==> src/rtl/axui_pkg.sv <==
// Shared types, constants and the FCS byte update for the AX.25 UI frame builder.
// No dependencies; every other file imports this package.
package axui_pkg;

    // Frame octets
    localparam logic [7:0]  FLAG_OCTET    = 8'h7E;
    localparam logic [7:0]  CTRL_UI       = 8'h03;
    localparam logic [7:0]  PID_NO_L3     = 8'hF0;
    localparam logic [7:0]  SSID_BASE     = 8'h60;
    localparam logic [7:0]  ADDR_END_BIT  = 8'h01;
    localparam logic [7:0]  SPACE_SHIFTED = 8'h40;
    localparam logic [15:0] FCS_INIT      = 16'hFFFF;
    localparam logic [15:0] FCS_POLY_REFL = 16'h8408;

    // Widths
    localparam int CALL_W = 48;
    localparam int SSID_W = 4;
    localparam int CFG_W  = 48;
    localparam int CFG_IDX_W = 2;

    // Register indexes
    localparam logic [CFG_IDX_W-1:0] CFG_DEST_CALL = 2'd0;
    localparam logic [CFG_IDX_W-1:0] CFG_DEST_SSID = 2'd1;
    localparam logic [CFG_IDX_W-1:0] CFG_SRC_CALL  = 2'd2;
    localparam logic [CFG_IDX_W-1:0] CFG_SRC_SSID  = 2'd3;

    // Byte positions within one input beat's run of output bytes
    localparam int STEP_W = 5;
    localparam logic [STEP_W-1:0] STEP_OPEN      = 5'd0;
    localparam logic [STEP_W-1:0] STEP_DEST0     = 5'd1;
    localparam logic [STEP_W-1:0] STEP_DEST_SSID = 5'd7;
    localparam logic [STEP_W-1:0] STEP_SRC0      = 5'd8;
    localparam logic [STEP_W-1:0] STEP_SRC_SSID  = 5'd14;
    localparam logic [STEP_W-1:0] STEP_CTRL      = 5'd15;
    localparam logic [STEP_W-1:0] STEP_PID       = 5'd16;
    localparam logic [STEP_W-1:0] STEP_INFO      = 5'd17;
    localparam logic [STEP_W-1:0] STEP_FCS_LO    = 5'd18;
    localparam logic [STEP_W-1:0] STEP_FCS_HI    = 5'd19;
    localparam logic [STEP_W-1:0] STEP_CLOSE     = 5'd20;

    typedef struct packed {
        logic [7:0] info_byte;
        logic       info_last;
    } in_beat_t;

    typedef struct packed {
        logic [7:0] frame_byte;
        logic       frame_end;
        logic       run_end;
    } out_beat_t;

    // Address configuration handed to the header generator
    typedef struct packed {
        logic [CALL_W-1:0] dst_call;
        logic [SSID_W-1:0] dst_ssid;
        logic [CALL_W-1:0] orig_call;
        logic [SSID_W-1:0] orig_ssid;
    } addr_cfg_t;

    // CRC-16/X.25, LSB first, one byte
    function automatic logic [15:0] fcs_byte(input logic [15:0] crc, input logic [7:0] b);
        logic [15:0] c;
        c = crc ^ {8'h00, b};
        for (int k = 0; k < 8; k++)
        begin
            if (c[0])
                c = (c >> 1) ^ FCS_POLY_REFL;
            else
                c = c >> 1;
        end
        return c;
    endfunction

endpackage

==> src/rtl/axui_hdr_byte.sv <==
// Header octet generator: flag, two address fields, control and PID by position.
// Depends on axui_pkg.
module axui_hdr_byte
    import axui_pkg::*;
(
    input  addr_cfg_t          cfg,
    input  logic [STEP_W-1:0]  step,
    output logic [7:0]         hdr_byte
);

    logic [5:0] dest_pad;
    logic [5:0] src_pad;
    logic [7:0] dest_chr [6];
    logic [7:0] src_chr  [6];
    logic [7:0] dest_ssid_oct;
    logic [7:0] src_ssid_oct;
    logic [STEP_W-1:0] dest_pos;
    logic [STEP_W-1:0] src_pos;

    // Padding starts at the first zero character and runs to the end
    always_comb
    begin
        for (int i = 0; i < 6; i++)
        begin
            dest_chr[i] = cfg.dst_call[CALL_W-1-8*i -: 8];
            src_chr[i]  = cfg.orig_call[CALL_W-1-8*i -: 8];
        end
        dest_pad[0] = (dest_chr[0] == 8'h00);
        src_pad[0]  = (src_chr[0] == 8'h00);
        for (int i = 1; i < 6; i++)
        begin
            dest_pad[i] = (dest_chr[i] == 8'h00) | dest_pad[i-1];
            src_pad[i]  = (src_chr[i] == 8'h00)  | src_pad[i-1];
        end
    end

    assign dest_ssid_oct = SSID_BASE | {3'b000, cfg.dst_ssid, 1'b0};
    assign src_ssid_oct  = SSID_BASE | {3'b000, cfg.orig_ssid, 1'b0} | ADDR_END_BIT;

    assign dest_pos = step - STEP_DEST0;
    assign src_pos  = step - STEP_SRC0;

    // Octet select by position
    always_comb
    begin
        hdr_byte = FLAG_OCTET;
        if (step >= STEP_DEST0 && step < STEP_DEST_SSID)
            hdr_byte = dest_pad[dest_pos[2:0]] ? SPACE_SHIFTED
                                               : {dest_chr[dest_pos[2:0]][6:0], 1'b0};
        else if (step == STEP_DEST_SSID)
            hdr_byte = dest_ssid_oct;
        else if (step >= STEP_SRC0 && step < STEP_SRC_SSID)
            hdr_byte = src_pad[src_pos[2:0]] ? SPACE_SHIFTED
                                             : {src_chr[src_pos[2:0]][6:0], 1'b0};
        else if (step == STEP_SRC_SSID)
            hdr_byte = src_ssid_oct;
        else if (step == STEP_CTRL)
            hdr_byte = CTRL_UI;
        else if (step == STEP_PID)
            hdr_byte = PID_NO_L3;
    end

endmodule

==> src/rtl/ax25_ui_frame_builder_unit.sv <==
// AX.25 UI frame builder top level: input beat register, byte sequencer, FCS, output register.
// Depends on axui_pkg and axui_hdr_byte.
// Throughput: one output byte per cycle while out_ready does not stall the output register;
//   a beat yields 1 byte mid-frame, 18 on the first byte of a frame, 4 on the last,
//   21 for a one-byte frame; the byte sequencer sets this.
// Reset: asynchronous, active low; address registers clear to zero, no frame open, FCS 0xFFFF.
module ax25_ui_frame_builder_unit
    import axui_pkg::*;
(
    input  logic                 clk,
    input  logic                 rst_n,
    input  logic                 cfg_we,
    input  logic [CFG_IDX_W-1:0] cfg_index,
    input  logic [CFG_W-1:0]     cfg_data,
    input  logic                 in_valid,
    output logic                 in_ready,
    input  in_beat_t             in_data,
    output logic                 out_valid,
    input  logic                 out_ready,
    output out_beat_t            out_data
);

    addr_cfg_t         cfg_reg;
    in_beat_t          item_reg;
    logic              item_valid_reg, item_valid_next;
    logic [STEP_W-1:0] step_reg, step_next;
    logic              frame_open_reg, frame_open_next;
    logic [15:0]       fcs_reg, fcs_next;
    out_beat_t         out_reg, out_next;
    logic              out_valid_reg, out_valid_next;

    logic              in_fire;
    logic              emit;
    logic              last_step;
    logic [STEP_W-1:0] end_step;
    logic [7:0]        hdr_byte;
    logic [7:0]        cur_byte;
    logic [15:0]       fcs_out;

    // Configuration registers
    always_ff @(posedge clk or negedge rst_n)
    begin
        if (!rst_n)
            cfg_reg <= '0;
        else if (cfg_we)
        begin
            unique case (cfg_index)
                CFG_DEST_CALL: cfg_reg.dst_call  <= cfg_data[CALL_W-1:0];
                CFG_DEST_SSID: cfg_reg.dst_ssid  <= cfg_data[SSID_W-1:0];
                CFG_SRC_CALL:  cfg_reg.orig_call <= cfg_data[CALL_W-1:0];
                CFG_SRC_SSID:  cfg_reg.orig_ssid <= cfg_data[SSID_W-1:0];
                default:       cfg_reg <= cfg_reg;
            endcase
        end
    end

    axui_hdr_byte u_hdr (
        .cfg      (cfg_reg),
        .step     (step_reg),
        .hdr_byte (hdr_byte)
    );

    // Byte for the current position
    assign fcs_out = ~fcs_reg;
    always_comb
    begin
        unique case (step_reg)
            STEP_INFO:   cur_byte = item_reg.info_byte;
            STEP_FCS_LO: cur_byte = fcs_out[7:0];
            STEP_FCS_HI: cur_byte = fcs_out[15:8];
            STEP_CLOSE:  cur_byte = FLAG_OCTET;
            default:     cur_byte = hdr_byte;
        endcase
    end

    // Handshake and sequencing
    assign end_step  = item_reg.info_last ? STEP_CLOSE : STEP_INFO;
    assign last_step = (step_reg == end_step);
    assign emit      = item_valid_reg && (!out_valid_reg || out_ready);
    assign in_ready  = !item_valid_reg || (emit && last_step);
    assign in_fire   = in_valid && in_ready;

    always_comb
    begin
        item_valid_next = item_valid_reg;
        step_next       = step_reg;
        frame_open_next = frame_open_reg;
        if (emit)
        begin
            if (last_step)
                item_valid_next = 1'b0;
            else
                step_next = step_reg + 1'b1;
        end
        if (in_fire)
        begin
            item_valid_next = 1'b1;
            step_next       = frame_open_reg ? STEP_INFO : STEP_OPEN;
            frame_open_next = !in_data.info_last;
        end
    end

    // FCS covers the address octets through the info byte
    always_comb
    begin
        fcs_next = fcs_reg;
        if (emit && step_reg == STEP_OPEN)
            fcs_next = FCS_INIT;
        else if (emit && step_reg >= STEP_DEST0 && step_reg <= STEP_INFO)
            fcs_next = fcs_byte(fcs_reg, cur_byte);
    end

    // Output register
    always_comb
    begin
        out_valid_next = out_valid_reg;
        out_next       = out_reg;
        if (out_valid_reg && out_ready)
            out_valid_next = 1'b0;
        if (emit)
        begin
            out_valid_next      = 1'b1;
            out_next.frame_byte = cur_byte;
            out_next.frame_end  = (step_reg == STEP_CLOSE);
            out_next.run_end    = last_step;
        end
    end

    always_ff @(posedge clk or negedge rst_n)
    begin
        if (!rst_n)
        begin
            item_valid_reg <= 1'b0;
            step_reg       <= STEP_OPEN;
            frame_open_reg <= 1'b0;
            fcs_reg        <= FCS_INIT;
            out_valid_reg  <= 1'b0;
        end
        else
        begin
            item_valid_reg <= item_valid_next;
            step_reg       <= step_next;
            frame_open_reg <= frame_open_next;
            fcs_reg        <= fcs_next;
            out_valid_reg  <= out_valid_next;
        end
    end

    always_ff @(posedge clk)
    begin
        if (in_fire)
            item_reg <= in_data;
        out_reg <= out_next;
    end

    assign out_valid = out_valid_reg;
    assign out_data  = out_reg;

    // Checks
    a_step_range: assert property (@(posedge clk) disable iff (!rst_n)
        item_valid_reg |-> step_reg <= STEP_CLOSE)
        else $error("step beyond closing flag");

    a_end_is_run_end: assert property (@(posedge clk) disable iff (!rst_n)
        out_valid_reg && out_reg.frame_end |-> out_reg.run_end)
        else $error("closing flag not last byte of run");

    a_fire_loads: assert property (@(posedge clk) disable iff (!rst_n)
        in_fire |=> item_valid_reg)
        else $error("accepted beat not held");

    a_fcs_init: assert property (@(posedge clk) disable iff (!rst_n)
        emit && step_reg == STEP_OPEN |=> fcs_reg == FCS_INIT)
        else $error("FCS not restarted at opening flag");

    a_open_only_new_frame: assert property (@(posedge clk) disable iff (!rst_n)
        in_fire && frame_open_reg |=> step_reg == STEP_INFO)
        else $error("header repeated inside a frame");

endmodule
==> config.mk <==
export PLATFORM = sky130hd
export DESIGN_NAME = ax25_ui_frame_builder_unit
export DESIGN_NICKNAME = d
export VERILOG_FILES = /design/src/rtl/axui_pkg.sv /design/src/rtl/axui_hdr_byte.sv /design/src/rtl/ax25_ui_frame_builder_unit.sv
export SDC_FILE = /design/constraint.sdc
export NUM_CORES = 1
export LEC_CHECK = 0
export BUFFER_PORTS_ARGS = -buffer_cell sky130_fd_sc_hd__buf_2
export CAP_MARGIN = 20
export CORE_UTILIZATION = 30
export CTS_CLUSTER_DIAMETER = 60
export DETAILED_ROUTE_END_ITERATION = 12
export PLACE_DENSITY = 0.56
export SYNTH_ARGS = -nofsm -noshare
export SYNTH_HDL_FRONTEND = slang
export SYNTH_SLANG_ARGS = --single-unit
==> constraint.sdc <==
create_clock -name clk -period 4.15 [get_ports clk]
set_clock_uncertainty 0.2 [all_clocks]
set_input_delay 0.415 -clock clk [delete_from_list [all_inputs] [get_ports clk]]
set_output_delay 0.415 -clock clk [all_outputs]
set_load 0.05 [all_outputs]
==> results by group <==
Place
  – Detailed Place HPWL: roughly 15000 um
  – GPL Wtd Cong: around 0.86
  – # port buffers: 75
  – Pre-CTS setup slack: between 400 and 500 ps

Final layout
  – Max reg flops: around 100
  – Area grow syn2layout: 19.2%
  – Most frequent cells in the layout: 111 x dfrtp_1, 104 x mux2_2, 74 x buf_2, 42 x nor2_1, 31 x nand2_1
  – Number of fill cells in the layout: around 2500
  – Ant. Diodes: 0
  – Multi-input gate area: about 3600 um^2
  – Layout cell share with drive strength beyond 1: between 40% and 50%
  – # nets final: roughly 750
  – Seq. cell area: between 3000 and 4000 um^2
  – Post-layout util: between 30 and 40%
  – Commonest non-fill, non-tap cell in the layout: dfrtp_1

Synth
  – Mapped Nets: about 670
  – Synth Register Bits: 147
  – Synth warn: 0
  – Post-Syn Area per Cell: between 10 and 15 um^2
  – Post-synthesis async set-or-reset flop share: around 87%
  – Synth Cell Area: approximately 7600 um^2
  – Top-area cell type share of the netlist area: 36.9%
  – Post-synth cell types: about 70
  – Cells after synthesis: between 500 and 600
  – EDFF count, synth: 19
  – Yosys top cell by area: dfrtp_1
  – Top_reg_cell synth: dfrtp_1
  – Ranking of synthesized cells by area: dfrtp_1 37%, mux2_2 15%, edfxtp_1 7.5%, dfstp_2 5.5%, mux4_2 4.2%
  – Sequential fraction of the synthesis area: roughly half

STA
  – Part of the cycle the worst path needs: about nine tenths
  – Slew HR: between 40% and 50%
  – Worst Tran Pin Value: 876 ps
  – Setup TNS: 0 ps
  – Worst Slack Setup Final: ~420 ps
  – RSZ-0062 raised after global routing: no
  – Final hold vios: 0
  – Final Setup Violations: 0
  – Fmax: between 0.2 and 0.3 GHz
  – Post-route minimum period: roughly 3700 ps
  – Final slew viol count: 0

Routing
  – DRC Markers: 0
  – Via count: 5303
  – DR pass1 iterations: 5
  – Final antenna-violating net count: 0
  – Vias/cell: between 5 and 6
  – WL per Instance: 19.4 um
  – Iteration-0 DRC Markers: approximately 300
  – Final wirelength: 19800 um

Floorplanning
  – Die ar.: 25900 um^2
  – I/O pin total: 76
  – Rows: 57
  – Effective utilization at floorplan: roughly 31%
  – Die height: 161 um
  – Core box area: 24500 um^2
  – Die boundary width: 161 um

CTS
  – Clock Root Buffer: clkbuf_16
  – Post-CTS Hold Buffers: 11
  – Setup bufs post-CTS: 0
  – H-tree Lvls: 4
  – CTS max path bufs: 2
  – Worst-Skew Late Latency: about 430 ps
  – CTS tree: built
  – CTS sink cnt: between 100 and 150
  – CTS clk-pin slew, worst paths: 70 ps
  – Total CTS buffers: 17
  – Post-CTS Resized: 0

GRT
  – Largest net degree at the start of global routing: 74
  – Number of global-route vias before repair: around 5300
  – Grt total ovfl: 0
  – Initial antenna violation count: 0
  – First-pass GRT wire length: roughly 31000 um
  – All-Layer GR Usage: 15.9%

Setup path
  – Arr. time, crit path: roughly 3900 ps
  – Crit path kind: flop to flop
  – Crit path launch type: flop
  – Critical path capture point type: flop
  – Req. time, crit path: around 4300 ps
  – Crit path max fanout: 18

Hold path
  – Worst hold path class: input pin to flop

Flow run
  – Maxcap violations: 0

Power and ir drop
  – Leakage: between 3 and 4 nW
  – Peak VDD IR: between 0.3 and 0.4 mV
  – Pwr per Cell Area: 833 nW/um^2

Status
  – Outcome: complete, no violations
per-layer routing:
layer | up-vias | GRT usage (%) | wire length, um
li1 | 2437 | - | -
met1 | 2713 | 22.2 | 9420
met2 | 136 | 25.0 | 9290
met3 | 17 | 3.06 | 785
met4 | 0 | 4.85 | 291
met5 | - | 0 | 0
cells by family (layout without fill, tap and decap cells):
| group | Yosys count | after routing | share of synthesized area, % |
|---|---|---|---|
| DFF | 147 | 147 | 50.0 |
| and+or+nand+nor | 147 | 147 | 10.0 |
| muxes | 132 | 132 | 21.4 |
| AOI/OAI and AO/OA | 102 | 102 | 10.5 |
| buffers and inverters | 39 | 138 | 2.41 |
| xor gates and xnor gates | 25 | 25 | 4.67 |
| adders and majority gates | 6 | 6 | 0.989 |
worst max-delay path: stages (launching register included):
cell and delay, ps:
dfrtp_2 480, inv_1 190, ha_1 710, mux4_2 400
a22o_1 250, o21ai_0 180, nand3b_1 140, and3_1 230
or4_4 490, and3_1 190, o31ai_2 170
through the flow:
stage,hold WS [ps],power [mW],std cells,cell area (um^2)
floorplan,-80.6,5.11,598,7590
global placement,264,5.90,978,8320
detailed placement,286,5.94,978,8320
CTS,11.1,7.56,1021,9040
global route,10.6,7.97,1021,9040
finish,26.0,7.53,1021,9040
where the power goes:
group / internal, mW / switching, mW
clock network: 0.926 / 0.665
registers: 1.93 / 0.387
logic: 1.76 / 1.87
total: 4.62 / 2.92
area by class of cell:
cell class	count	area share, %
flip-flops and latches	147	42.0
multi-input cells	412	40.0
inverters	9	0.373
clock inverters	14	1.90
clock buffers	18	4.86
repair buffers	97	6.45
well taps	324	4.48
cells in the mapped netlist, types with 4 or more instances:
library cell    n
mux2_2        104
nand3b_1        4
a31oi_1         9
o22a_1          4
nor2_1         42
xnor3_1         6
a22o_1          5
nor3_1          7
mux2i_1        14
dfrtp_1       112
nand2b_1        5
xnor2_2         4
mux4_2         14
a221o_1         7
clkbuf_1       13
nand2_1        31
nand3_1        11
o21ai_0        16
buf_2           8
o21ai_1         5
nor4_1         24
inv_1           8
xnor2_1        10
ha_1            6
edfxtp_1       19
dfstp_2        16
a21oi_1        22
and3_1          5
buf_4           5
path summary, 6_finish.rpt:
check	start	end	slack, ps	cells after the start
max	step_reg[0]	fcs_reg[9]	420	10
min	cfg_data[29]	cfg_reg[33]	30	2
max reg2reg	step_reg[0]	fcs_reg[9]	420	10
min reg2reg	item_valid_reg	out_valid	300	1
max in group asynchronous	rst_n	cfg_reg[45]	2500	3
min in group asynchronous	rst_n	step_reg[4]	410	2
Power figures use the tool's default switching activity.
